--- config.mk ---
export PLATFORM = sky130hd
export DESIGN_NAME = loopback_packet_gen_check_unit
export DESIGN_NICKNAME = d
export VERILOG_FILES = /design/src/sv/lpgc_pkg.sv /design/src/sv/lpgc_ctrl.sv /design/src/sv/lpgc_datapath.sv /design/src/sv/loopback_packet_gen_check_unit.sv
export SDC_FILE = /design/constraint.sdc
export NUM_CORES = 1
export LEC_CHECK = 0
export BUFFER_PORTS_ARGS = -buffer_cell sky130_fd_sc_hd__buf_4
export CAP_MARGIN = 20
export CORE_ASPECT_RATIO = 0.7
export CORE_MARGIN = 4
export CORE_UTILIZATION = 25
export CTS_BUF_LIST = sky130_fd_sc_hd__clkbuf_8
export CTS_CLUSTER_SIZE = 10
export DETAILED_ROUTE_END_ITERATION = 10
export PLACE_DENSITY = 0.49
export SYNTH_ARGS = -nofsm -noshare
export SYNTH_HDL_FRONTEND = slang
export SYNTH_HIERARCHICAL = 1
export SYNTH_SLANG_ARGS = --single-unit
--- constraint.sdc ---
create_clock -name clk -period 9.2 [get_ports clk]
set_input_delay 0.92 -clock clk [delete_from_list [all_inputs] [get_ports clk]]
set_output_delay 0.92 -clock clk [all_outputs]
set_load 0.02 [all_outputs]
--- src/sv/lpgc_pkg.sv ---
`timescale 1ns / 1ps
`default_nettype none
// ----------------------------------------------------------------------------
// lpgc_pkg
// Shared types and constants of the loopback packet generator and checker.
// ----------------------------------------------------------------------------
package lpgc_pkg;

  localparam int unsigned MAX_DATA      = 64;
  localparam int unsigned TIMEOUT_LIMIT = 5;

  localparam logic [31:0] LCG_MUL = 32'd1103515245;
  localparam logic [31:0] LCG_ADD = 32'd12345;

  localparam int unsigned CFG_INDEX_W = 3;
  localparam int unsigned CFG_DATA_W  = 32;

  // configuration register indexes
  localparam logic [CFG_INDEX_W-1:0] REG_UNIT        = 3'd0;
  localparam logic [CFG_INDEX_W-1:0] REG_LINE        = 3'd1;
  localparam logic [CFG_INDEX_W-1:0] REG_LENGTH_MASK = 3'd2;
  localparam logic [CFG_INDEX_W-1:0] REG_ERROR_LIMIT = 3'd3;
  localparam logic [CFG_INDEX_W-1:0] REG_SEED        = 3'd4;

  localparam logic [5:0]  RESET_LENGTH_MASK = 6'd63;
  localparam logic [15:0] RESET_ERROR_LIMIT = 16'd10;
  localparam logic [31:0] RESET_SEED        = 32'd0;

  // request opcodes
  localparam logic [1:0] OP_START   = 2'd0;
  localparam logic [1:0] OP_SEND    = 2'd1;
  localparam logic [1:0] OP_RECEIVE = 2'd2;
  localparam logic [1:0] OP_TIMEOUT = 2'd3;

  // result status codes
  localparam logic [2:0] ST_NONE    = 3'd0;
  localparam logic [2:0] ST_PASS    = 3'd1;
  localparam logic [2:0] ST_FAIL    = 3'd2;
  localparam logic [2:0] ST_NO_DATA = 3'd3;
  localparam logic [2:0] ST_DESEL   = 3'd4;

  typedef struct packed {
    logic [1:0] op;
    logic [7:0] rx_byte;
  } in_item_t;

  typedef struct packed {
    logic [2:0]  status;
    logic [7:0]  tx_byte;
    logic        tx_valid;
    logic        tx_last;
    logic        checksum_bad;
    logic        data_bad;
    logic [6:0]  packet_length;
    logic [6:0]  received_count;
    logic [15:0] good_total;
    logic [15:0] error_total;
  } out_item_t;

  // controller to datapath
  typedef struct packed {
    logic capture;
    logic exec;
    logic mul;
    logic add_first;
    logic add_second;
    logic sum;
    logic load;
  } cmd_t;

  // datapath to controller
  typedef struct packed {
    logic start_go;
    logic sum_last;
    logic out_free;
  } sts_t;

endpackage
`default_nettype wire

--- src/sv/lpgc_ctrl.sv ---
`timescale 1ns / 1ps
`default_nettype none
// ----------------------------------------------------------------------------
// lpgc_ctrl
// Sequencer: takes one request, runs it through the datapath, then hands the
// result to the output register.
// ----------------------------------------------------------------------------
module lpgc_ctrl (
  input  wire logic           clk,
  input  wire logic           rst,
  input  wire logic           in_valid,
  output logic                in_stall,
  input  wire lpgc_pkg::sts_t sts,
  output lpgc_pkg::cmd_t      cmd
);
  import lpgc_pkg::*;

  typedef enum logic [2:0] {
    S_IDLE,
    S_EXEC,
    S_MUL1,
    S_ADD1,
    S_MUL2,
    S_ADD2,
    S_SUM,
    S_OUT
  } state_t;

  state_t state;

  assign in_stall = (state != S_IDLE);

  always_comb begin
    cmd = '0;
    case (state)
      S_IDLE: cmd.capture    = in_valid;
      S_EXEC: cmd.exec       = 1'b1;
      S_MUL1: cmd.mul        = 1'b1;
      S_ADD1: cmd.add_first  = 1'b1;
      S_MUL2: cmd.mul        = 1'b1;
      S_ADD2: cmd.add_second = 1'b1;
      S_SUM:  cmd.sum        = 1'b1;
      S_OUT:  cmd.load       = sts.out_free;
      default: cmd = '0;
    endcase
  end

  always_ff @(posedge clk) begin
    if (rst) begin
      state <= S_IDLE;
    end else begin
      case (state)
        S_IDLE: if (in_valid) state <= S_EXEC;
        S_EXEC: state <= sts.start_go ? S_MUL1 : S_OUT;
        S_MUL1: state <= S_ADD1;
        S_ADD1: state <= S_MUL2;
        S_MUL2: state <= S_ADD2;
        S_ADD2: state <= S_SUM;
        S_SUM:  if (sts.sum_last) state <= S_OUT;
        S_OUT:  if (sts.out_free) state <= S_IDLE;
        default: state <= S_IDLE;
      endcase
    end
  end

  a_one_cmd: assert property (@(posedge clk) disable iff (rst)
    $onehot0({cmd.capture, cmd.exec, cmd.mul, cmd.add_first, cmd.add_second,
              cmd.sum, cmd.load}))
    else $error("more than one datapath command");

  a_load_free: assert property (@(posedge clk) disable iff (rst)
    cmd.load |-> sts.out_free)
    else $error("result loaded into a full output register");

  a_start_seq: assert property (@(posedge clk) disable iff (rst)
    (cmd.exec && sts.start_go) |=> cmd.mul ##1 cmd.add_first)
    else $error("start request did not run the generator");

endmodule
`default_nettype wire

--- src/sv/lpgc_datapath.sv ---
`timescale 1ns / 1ps
`default_nettype none
// ----------------------------------------------------------------------------
// lpgc_datapath
// Packet state, generator, checksum accumulator, configuration registers and
// the output register.
// ----------------------------------------------------------------------------
module lpgc_datapath (
  input  wire logic                                clk,
  input  wire logic                                rst,
  input  wire lpgc_pkg::cmd_t                      cmd,
  output lpgc_pkg::sts_t                           sts,
  input  wire lpgc_pkg::in_item_t                  in_item,
  input  wire logic                                cfg_write,
  input  wire logic [lpgc_pkg::CFG_INDEX_W-1:0]    cfg_index,
  input  wire logic [lpgc_pkg::CFG_DATA_W-1:0]     cfg_data,
  output logic                                     out_valid,
  input  wire logic                                out_stall,
  output lpgc_pkg::out_item_t                      out_item
);
  import lpgc_pkg::*;

  typedef enum logic [1:0] {
    PH_IDLE,
    PH_ACTIVE,
    PH_DESEL
  } phase_t;

  function automatic logic [15:0] sext8(input logic [7:0] b);
    return {{8{b[7]}}, b};
  endfunction

  // configuration
  logic [7:0]  unit_number;
  logic [7:0]  line_number;
  logic [5:0]  length_mask;
  logic [15:0] data_error_limit;

  // model state
  logic [31:0] generator_state;
  phase_t      phase;
  logic [6:0]  total_length;
  logic [7:0]  pattern_start;
  logic [6:0]  send_index;
  logic [15:0] packet_checksum;
  logic [6:0]  recv_index;
  logic [15:0] recv_sum;
  logic [7:0]  recv_hold_older;
  logic [7:0]  recv_hold_newer;
  logic        mismatch_seen;
  logic [2:0]  timeout_count;
  logic [15:0] fail_count;
  logic [15:0] pass_total;
  logic [15:0] fail_total;

  // working registers
  in_item_t    item;
  logic [31:0] prod;
  logic [6:0]  data_len;
  logic [6:0]  sum_j;
  logic [15:0] acc;
  logic [2:0]  res_status;
  logic [7:0]  res_tx_byte;
  logic        res_tx_valid;
  logic        res_tx_last;
  logic        res_cs_bad;
  logic        res_dt_bad;

  function automatic logic [7:0] expected_byte(
    input logic [6:0] k, input logic [7:0] unit_b, input logic [7:0] line_b,
    input logic [7:0] pstart);
    logic [7:0] r;
    if (k == 7'd0)      r = unit_b;
    else if (k == 7'd1) r = line_b;
    else                r = pstart + {1'b0, k} - 8'd2;
    return r;
  endfunction

  // generator and length
  logic [31:0] lcg_next;
  logic [6:0]  n_raw;
  logic [6:0]  n_sat;
  logic [15:0] acc_step;

  assign lcg_next = prod + LCG_ADD;
  assign n_raw    = {1'b0, lcg_next[21:16] & length_mask} + 7'd1;
  assign n_sat    = (n_raw > 7'(MAX_DATA)) ? 7'(MAX_DATA) : n_raw;
  assign acc_step = acc + sext8(pattern_start + {1'b0, sum_j});

  // combinational request evaluation
  phase_t      ex_phase;
  logic [6:0]  ex_send;
  logic [6:0]  ex_ridx;
  logic [15:0] ex_rsum;
  logic [7:0]  ex_old;
  logic [7:0]  ex_new;
  logic        ex_mism;
  logic [2:0]  ex_tc;
  logic [15:0] ex_fail;
  logic [15:0] ex_pass_t;
  logic [15:0] ex_fail_t;
  logic [2:0]  ex_stat;
  logic [7:0]  ex_txb;
  logic        ex_txv;
  logic        ex_txl;
  logic        ex_cs;
  logic        ex_dt;
  logic        start_go;
  logic        do_vd;
  logic        receiving;
  logic        shorter;
  logic [15:0] vd_word;
  logic [15:0] rx_add;

  assign receiving = (phase == PH_ACTIVE) && (send_index != 7'd0);

  always_comb begin
    ex_phase  = phase;
    ex_send   = send_index;
    ex_ridx   = recv_index;
    ex_rsum   = recv_sum;
    ex_old    = recv_hold_older;
    ex_new    = recv_hold_newer;
    ex_mism   = mismatch_seen;
    ex_tc     = timeout_count;
    ex_fail   = fail_count;
    ex_pass_t = pass_total;
    ex_fail_t = fail_total;
    ex_stat   = ST_NONE;
    ex_txb    = 8'd0;
    ex_txv    = 1'b0;
    ex_txl    = 1'b0;
    ex_cs     = 1'b0;
    ex_dt     = 1'b0;
    start_go  = 1'b0;
    do_vd     = 1'b0;
    shorter   = 1'b0;
    vd_word   = 16'd0;
    rx_add    = 16'd0;

    if (phase == PH_DESEL) begin
      ex_stat = ST_DESEL;
    end else begin
      case (item.op)
        OP_START: begin
          if (phase == PH_IDLE) begin
            if (fail_count >= data_error_limit) begin
              ex_phase = PH_DESEL;
              ex_stat  = ST_DESEL;
            end else begin
              start_go = 1'b1;
            end
          end
        end
        OP_SEND: begin
          if (phase == PH_ACTIVE && send_index < total_length) begin
            if (send_index + 7'd2 < total_length) begin
              ex_txb = expected_byte(send_index, unit_number, line_number,
                                     pattern_start);
            end else if (send_index + 7'd2 == total_length) begin
              ex_txb = packet_checksum[7:0];
            end else begin
              ex_txb = packet_checksum[15:8];
              ex_txl = 1'b1;
            end
            ex_txv  = 1'b1;
            ex_send = send_index + 7'd1;
          end
        end
        OP_RECEIVE: begin
          if (receiving && recv_index < total_length) begin
            if (recv_index + 7'd2 < total_length &&
                item.rx_byte != expected_byte(recv_index, unit_number,
                                              line_number, pattern_start))
              ex_mism = 1'b1;
            // the byte now leaving the older hold joins the running sum
            if (recv_index >= 7'd2) rx_add = sext8(recv_hold_older);
            ex_rsum = recv_sum + rx_add;
            ex_old  = recv_hold_newer;
            ex_new  = item.rx_byte;
            ex_ridx = recv_index + 7'd1;
            do_vd   = (ex_ridx == total_length);
          end
        end
        OP_TIMEOUT: begin
          if (receiving) begin
            if (timeout_count != 3'd7) ex_tc = timeout_count + 3'd1;
            if (ex_tc >= 3'(TIMEOUT_LIMIT)) begin
              ex_phase = PH_DESEL;
              ex_stat  = ST_DESEL;
            end else if (recv_index != 7'd0) begin
              do_vd = 1'b1;
            end else begin
              ex_phase = PH_IDLE;
              ex_stat  = ST_NO_DATA;
            end
          end
        end
        default: ex_stat = ST_NONE;
      endcase
    end

    if (do_vd) begin
      shorter = (ex_ridx != total_length);
      if (ex_ridx >= 7'd2)      vd_word = {ex_new, ex_old};
      else if (ex_ridx == 7'd1) vd_word = {8'd0, ex_new};
      ex_cs    = (ex_rsum == 16'd0 && shorter) || (ex_rsum + vd_word != 16'd0);
      ex_dt    = shorter || ex_mism;
      ex_phase = PH_IDLE;
      if (!ex_cs && !ex_dt) begin
        ex_pass_t = pass_total + 16'd1;
        ex_stat   = ST_PASS;
      end else begin
        ex_fail_t = fail_total + 16'd1;
        if (fail_count != 16'hFFFF) ex_fail = fail_count + 16'd1;
        ex_stat = ST_FAIL;
      end
    end
  end

  assign sts.start_go = start_go;
  assign sts.sum_last = (sum_j == data_len - 7'd1);
  assign sts.out_free = !out_valid || !out_stall;

  always_ff @(posedge clk) begin
    if (rst) begin
      unit_number      <= 8'd0;
      line_number      <= 8'd0;
      length_mask      <= RESET_LENGTH_MASK;
      data_error_limit <= RESET_ERROR_LIMIT;
      generator_state  <= RESET_SEED;
      phase            <= PH_IDLE;
      total_length     <= 7'd0;
      pattern_start    <= 8'd0;
      send_index       <= 7'd0;
      packet_checksum  <= 16'd0;
      recv_index       <= 7'd0;
      recv_sum         <= 16'd0;
      recv_hold_older  <= 8'd0;
      recv_hold_newer  <= 8'd0;
      mismatch_seen    <= 1'b0;
      timeout_count    <= 3'd0;
      fail_count       <= 16'd0;
      pass_total       <= 16'd0;
      fail_total       <= 16'd0;
      out_valid        <= 1'b0;
    end else begin
      if (cmd.capture) item <= in_item;

      if (cmd.exec) begin
        phase           <= ex_phase;
        send_index      <= ex_send;
        recv_index      <= ex_ridx;
        recv_sum        <= ex_rsum;
        recv_hold_older <= ex_old;
        recv_hold_newer <= ex_new;
        mismatch_seen   <= ex_mism;
        timeout_count   <= ex_tc;
        fail_count      <= ex_fail;
        pass_total      <= ex_pass_t;
        fail_total      <= ex_fail_t;
        res_status      <= ex_stat;
        res_tx_byte     <= ex_txb;
        res_tx_valid    <= ex_txv;
        res_tx_last     <= ex_txl;
        res_cs_bad      <= ex_cs;
        res_dt_bad      <= ex_dt;
      end

      if (cmd.mul) prod <= generator_state * LCG_MUL;

      if (cmd.add_first) begin
        generator_state <= lcg_next;
        data_len        <= n_sat;
      end

      if (cmd.add_second) begin
        generator_state <= lcg_next;
        pattern_start   <= lcg_next[23:16];
        acc             <= sext8(unit_number) + sext8(line_number);
        sum_j           <= 7'd0;
      end

      if (cmd.sum) begin
        acc   <= acc_step;
        sum_j <= sum_j + 7'd1;
        if (sts.sum_last) begin
          packet_checksum <= 16'd0 - acc_step;
          total_length    <= data_len + 7'd4;
          send_index      <= 7'd0;
          recv_index      <= 7'd0;
          recv_sum        <= 16'd0;
          recv_hold_older <= 8'd0;
          recv_hold_newer <= 8'd0;
          mismatch_seen   <= 1'b0;
          phase           <= PH_ACTIVE;
        end
      end

      if (cfg_write) begin
        case (cfg_index)
          REG_UNIT:        unit_number      <= cfg_data[7:0];
          REG_LINE:        line_number      <= cfg_data[7:0];
          REG_LENGTH_MASK: length_mask      <= cfg_data[5:0];
          REG_ERROR_LIMIT: data_error_limit <= cfg_data[15:0];
          REG_SEED:        generator_state  <= cfg_data;
          default: ;
        endcase
      end

      if (cmd.load) begin
        out_valid <= 1'b1;
        out_item  <= '{status:         res_status,
                       tx_byte:        res_tx_byte,
                       tx_valid:       res_tx_valid,
                       tx_last:        res_tx_last,
                       checksum_bad:   res_cs_bad,
                       data_bad:       res_dt_bad,
                       packet_length:  total_length,
                       received_count: recv_index,
                       good_total:     pass_total,
                       error_total:    fail_total};
      end else if (!out_stall) begin
        out_valid <= 1'b0;
      end
    end
  end

  a_desel_sticky: assert property (@(posedge clk) disable iff (rst)
    phase == PH_DESEL |=> phase == PH_DESEL)
    else $error("deselected line came back");

  a_desel_status: assert property (@(posedge clk) disable iff (rst)
    (cmd.load && res_status == ST_DESEL) |-> phase == PH_DESEL)
    else $error("deselect reported on a selected line");

  a_count_bound: assert property (@(posedge clk) disable iff (rst)
    out_valid |-> out_item.received_count <= out_item.packet_length)
    else $error("more bytes received than the packet holds");

endmodule
`default_nettype wire

--- src/sv/loopback_packet_gen_check_unit.sv ---
`timescale 1ns / 1ps
`default_nettype none
// ----------------------------------------------------------------------------
// loopback_packet_gen_check_unit
// Loopback packet generator and checker for one serial line.
// ----------------------------------------------------------------------------
// Sequence: send, receive and timeout requests, and a start that opens no
//   packet, are evaluated and then loaded into the output register once it is free;
//   a start that opens a packet also runs the generator (multiply, add, multiply,
//   add) and the one-byte-per-cycle checksum sum over the drawn data length (1..64).
// Requests: one at a time; a new request is taken only after the last result is loaded.
// Reset: synchronous; state and configuration registers return to defaults, generator loaded from seed.
module loopback_packet_gen_check_unit (
  input  wire logic                              clk,
  input  wire logic                              rst,
  input  wire logic                              in_valid,
  output logic                                   in_stall,
  input  wire lpgc_pkg::in_item_t                in_item,
  output logic                                   out_valid,
  input  wire logic                              out_stall,
  output lpgc_pkg::out_item_t                    out_item,
  input  wire logic                              cfg_write,
  input  wire logic [lpgc_pkg::CFG_INDEX_W-1:0]  cfg_index,
  input  wire logic [lpgc_pkg::CFG_DATA_W-1:0]   cfg_data
);
  import lpgc_pkg::*;

  cmd_t cmd;
  sts_t sts;

  lpgc_ctrl u_ctrl (
    .clk      (clk),
    .rst      (rst),
    .in_valid (in_valid),
    .in_stall (in_stall),
    .sts      (sts),
    .cmd      (cmd)
  );

  lpgc_datapath u_datapath (
    .clk       (clk),
    .rst       (rst),
    .cmd       (cmd),
    .sts       (sts),
    .in_item   (in_item),
    .cfg_write (cfg_write),
    .cfg_index (cfg_index),
    .cfg_data  (cfg_data),
    .out_valid (out_valid),
    .out_stall (out_stall),
    .out_item  (out_item)
  );

endmodule
`default_nettype wire
==> impl_metrics.tcl <==
set metrics [dict create \
    clock.fmax_mhz 125 \
    fin_area_um2 28800 \
    crit_start "u_datapath/recv_index[1]" \
    postSynthAreaPerCell_um2 9.14 \
    place_congestion 0.861 \
    track_usage 0.136 \
    p_sw_uw 3020 \
    synth_nets 3182 \
    wirelength_um 73000 \
    ys_ff_latch 337 \
    die_w_um 387 \
    worstSetupStartpointType "flop" \
    die-height_um 274 \
    dp_hpwl_um 55800 \
    maxSlewViolCount 0 \
    cts_resized 0 \
    synth_area_um2 25200 \
    numCtsBuffers 60 \
    post-route-drc-count 0 \
    cp.arrival_ns 8.61 \
    drt-met1-wl_um 38600 \
    layout-drive-gt1-share 0.106 \
    p_leak_uw 0.0120 \
    cts_tree "built" \
    tightest_slew_ns 1.01 \
    hp-class "input port to flop" \
    topRoutingLayerUsed "met4" \
    fin_crit_sh 0.873 \
    multiInputGateArea_um2 15400 \
    reg2reg_slack_ns 1.17 \
    switching_share 0.409 \
    final_hold_viol_count 0 \
    fin_tns_setup_ns 0 \
    fillers 10700 \
    postCtsSetupRepairBufs 0 \
    worstPathRequired_ns 9.78 \
    maxCapViolCount 0 \
    io_buffers 104 \
    grt_antenna_before_repair 5 \
    initial_core_util 0.252 \
    fin_nets 3278 \
    die-area_um2 106000 \
    post_drt_via_cell_ratio 4.55 \
    rsz0062_at_grt "no" \
    wl_per_cell_um 17.2 \
    max_slew_margin 0.320 \
    grt_pass1_wl_um 113000 \
    clk_pin_slew_ns 0.06 \
    drtPass1Iterations 5 \
    internal_power_uw 4350 \
    grt_max_degree 75 \
    rr_startpoint "u_datapath/recv_index[1]" \
    regToRegEndpoint "u_datapath/fail_count[14]" \
    cts_max_level 2 \
    layout_min_cycle_time_ns 8.03 \
    postPlaceCellArea_um2 27400 \
    crit_path_end_kind "flop" \
    pwr-share-comb 0.510 \
    p_per_area_nw_per_um2 256 \
    synthFlopType "dfxtp_1" \
    async_flop_share 0 \
    area_delta_synth_final_pct 14.5 \
    num_rows 97 \
    seq_power_share 0.265 \
    yosys.cell_types.count 104 \
    postCtsHoldBufs 0 \
    ioPinCount 113 \
    clkSinkCount 337 \
    grt_pass1_vias 18600 \
    status "completed" \
    crit_type "flop to flop" \
    finalSetupViolations 0 \
    cts_buffer_depth 3 \
    routed-wl-met3_um 4630 \
    insertion_delay_ns 0.71 \
    core_region_area_um2 100000 \
    dr.first_iter.drc_count 1248 \
    peakVddDrop_uv 180 \
    antenna_left 0 \
    seq_area_um2 8150 \
    fin_skew_ns 0.0570 \
    synth_seq_area_share 0.324 \
    rr_worst_depth 24 \
    ys_warn_count 6 \
    clkPwrFrac 0.225 \
    synth-edff-count 140 \
    post-route-util 0.288 \
    root_buffer "clkbuf_8" \
    path_max_fanout 15 \
    gr-total-overflow 0 \
    vias 19300 \
    cp-endpoint "u_datapath/fail_count[14]" \
    syn_inst 2755 \
    dr_wl_met2_um 28700 \
]
==> worst min path at each step <==
| stage | startpoint | endpoint | slack [ns] | cells after the start |
|---|---|---|---|---|
| 6_report | in_item[1] | u_datapath/item[1] | 0.40 | 1 |
| 5_1_grt | in_item[1] | u_datapath/item[1] | 0.32 | 1 |
| 4_1_cts | in_item[1] | u_datapath/item[1] | 0.31 | 1 |
| 3_5_place_dp | u_datapath/res_tx_byte[2] | u_datapath/out_item[52] | 0.41 | 0 |
| 3_3_place_gp | u_datapath/res_tx_last | u_datapath/out_item[48] | 0.40 | 0 |
| 2_1_floorplan | u_datapath/res_dt_bad | u_datapath/out_item[46] | 0.40 | 0 |
==> power groups by stage <==
stage	Clock, uW	Combinational [uW]	Sequential, uW
floorplan	0	2890	1920
global placement	0	3750	1980
detailed placement	0	3790	1980
CTS	1730	3810	1950
global route	1800	4350	1970
finish	1660	3760	1950
==> synthesized netlist by cell type (51+ instances only) <==
cell type | n | area, um2
inv_1 | 327 | 1230
ha_1 | 270 | 3380
dfxtp_1 | 197 | 3940
a21oi_1 | 182 | 911
fa_1 | 107 | 2140
xor2_1 | 62 | 543
nor2_1 | 257 | 965
edfxtp_1 | 140 | 4200
o21ai_0 | 78 | 390
clkbuf_1 | 66 | 248
nand3_1 | 66 | 330
nand2_1 | 238 | 893
xnor2_1 | 138 | 1210
a211oi_1 | 52 | 390
nor3_1 | 51 | 255
==> cell usage in the layout, fill, tap and decap left out, drive strengths merged, types with 41 or more instances in the layout <==
cell      n
ha      270
nor2b    41
fa      107
inv     339
xnor2   138
clkbuf   63
o21ai    84
nand3    67
buf     127
a211oi   55
a21oi   182
nor2    258
edfxtp  140
dfxtp   197
nand2   240
xor2     62
nor3     53
==> worst max-delay path: stages, from the launching register on <==
cell and delay (ns):
dfxtp_1 0.59, inv_1 0.23, ha_1 0.34, or2_0 0.23, a21oi_1 0.25, o31a_1 0.55, o311ai_1 0.24, a22o_1 0.38
nor3_1 0.76, a22oi_1 0.14, nand2_1 0.19, ha_1 0.25, a21oi_1 0.14, nor2b_1 0.08, a311o_1 0.39, or3_1 0.35
a311oi_2 0.40, a211oi_1 0.18, a2bb2oi_4 0.18, o22a_2 0.24, mux2_4 0.32, o211ai_4 0.38, nand2_2 0.33, nor4_1 0.44
mux2_1 0.35
==> sequential cells by signal, summed over array words and instances (netlist names), 10 cells and up <==
signal and flops:
u_datapath/out_item 61, u_datapath/generator_state 24, u_datapath/prod 24, u_datapath/acc 16, u_datapath/data_error_limit 16, u_datapath/fail_count 16
u_datapath/fail_total 16, u_datapath/packet_checksum 16, u_datapath/pass_total 16, u_datapath/recv_sum 16, u_datapath/item 10
==> per-layer routing <==
metal,vias to the layer above,track usage
li1,9700,-
met1,9130,0.209
met2,406,0.190
met3,82,0.0328
met4,0,0.0261
met5,-,0
==> cell type report <==
| cell class | instances | area share |
|---|---|---|
| multi-input cells | 1996 | 0.535 |
| flip-flops and latches | 337 | 0.283 |
| well taps | 1336 | 0.0580 |
| inverters | 329 | 0.0428 |
| repair buffers | 127 | 0.0332 |
| clock buffers | 63 | 0.0301 |
| clock inverters | 51 | 0.0183 |
| diodes | 3 | 0.000260 |
==> per-stage QoR <==
stage | hold slack, ns | power [uW] | setup WS, ns | instances
floorplan | 0.400 | 4810 | 2.75 | 2755
finish | 0.404 | 7370 | 1.17 | 4242
detailed placement | 0.406 | 5770 | 1.29 | 4123
global placement | 0.401 | 5730 | 1.38 | 4123
global route | 0.320 | 8120 | 0.767 | 4240
CTS | 0.311 | 7480 | 1.26 | 4237
==> kinds of logic (layout without fill, tap and decap cells) <==
kind of cell,after synthesis,after routing,share of synthesized area
fa+ha+maj,377,377,0.219
mux,58,58,0.0243
compound gates,507,507,0.131
other cells,0,3,0
xor+xnor,200,200,0.0696
simple gates,854,854,0.166
flops,337,337,0.324
buf+inv,422,570,0.0659
Power figures use the tool's default switching activity.
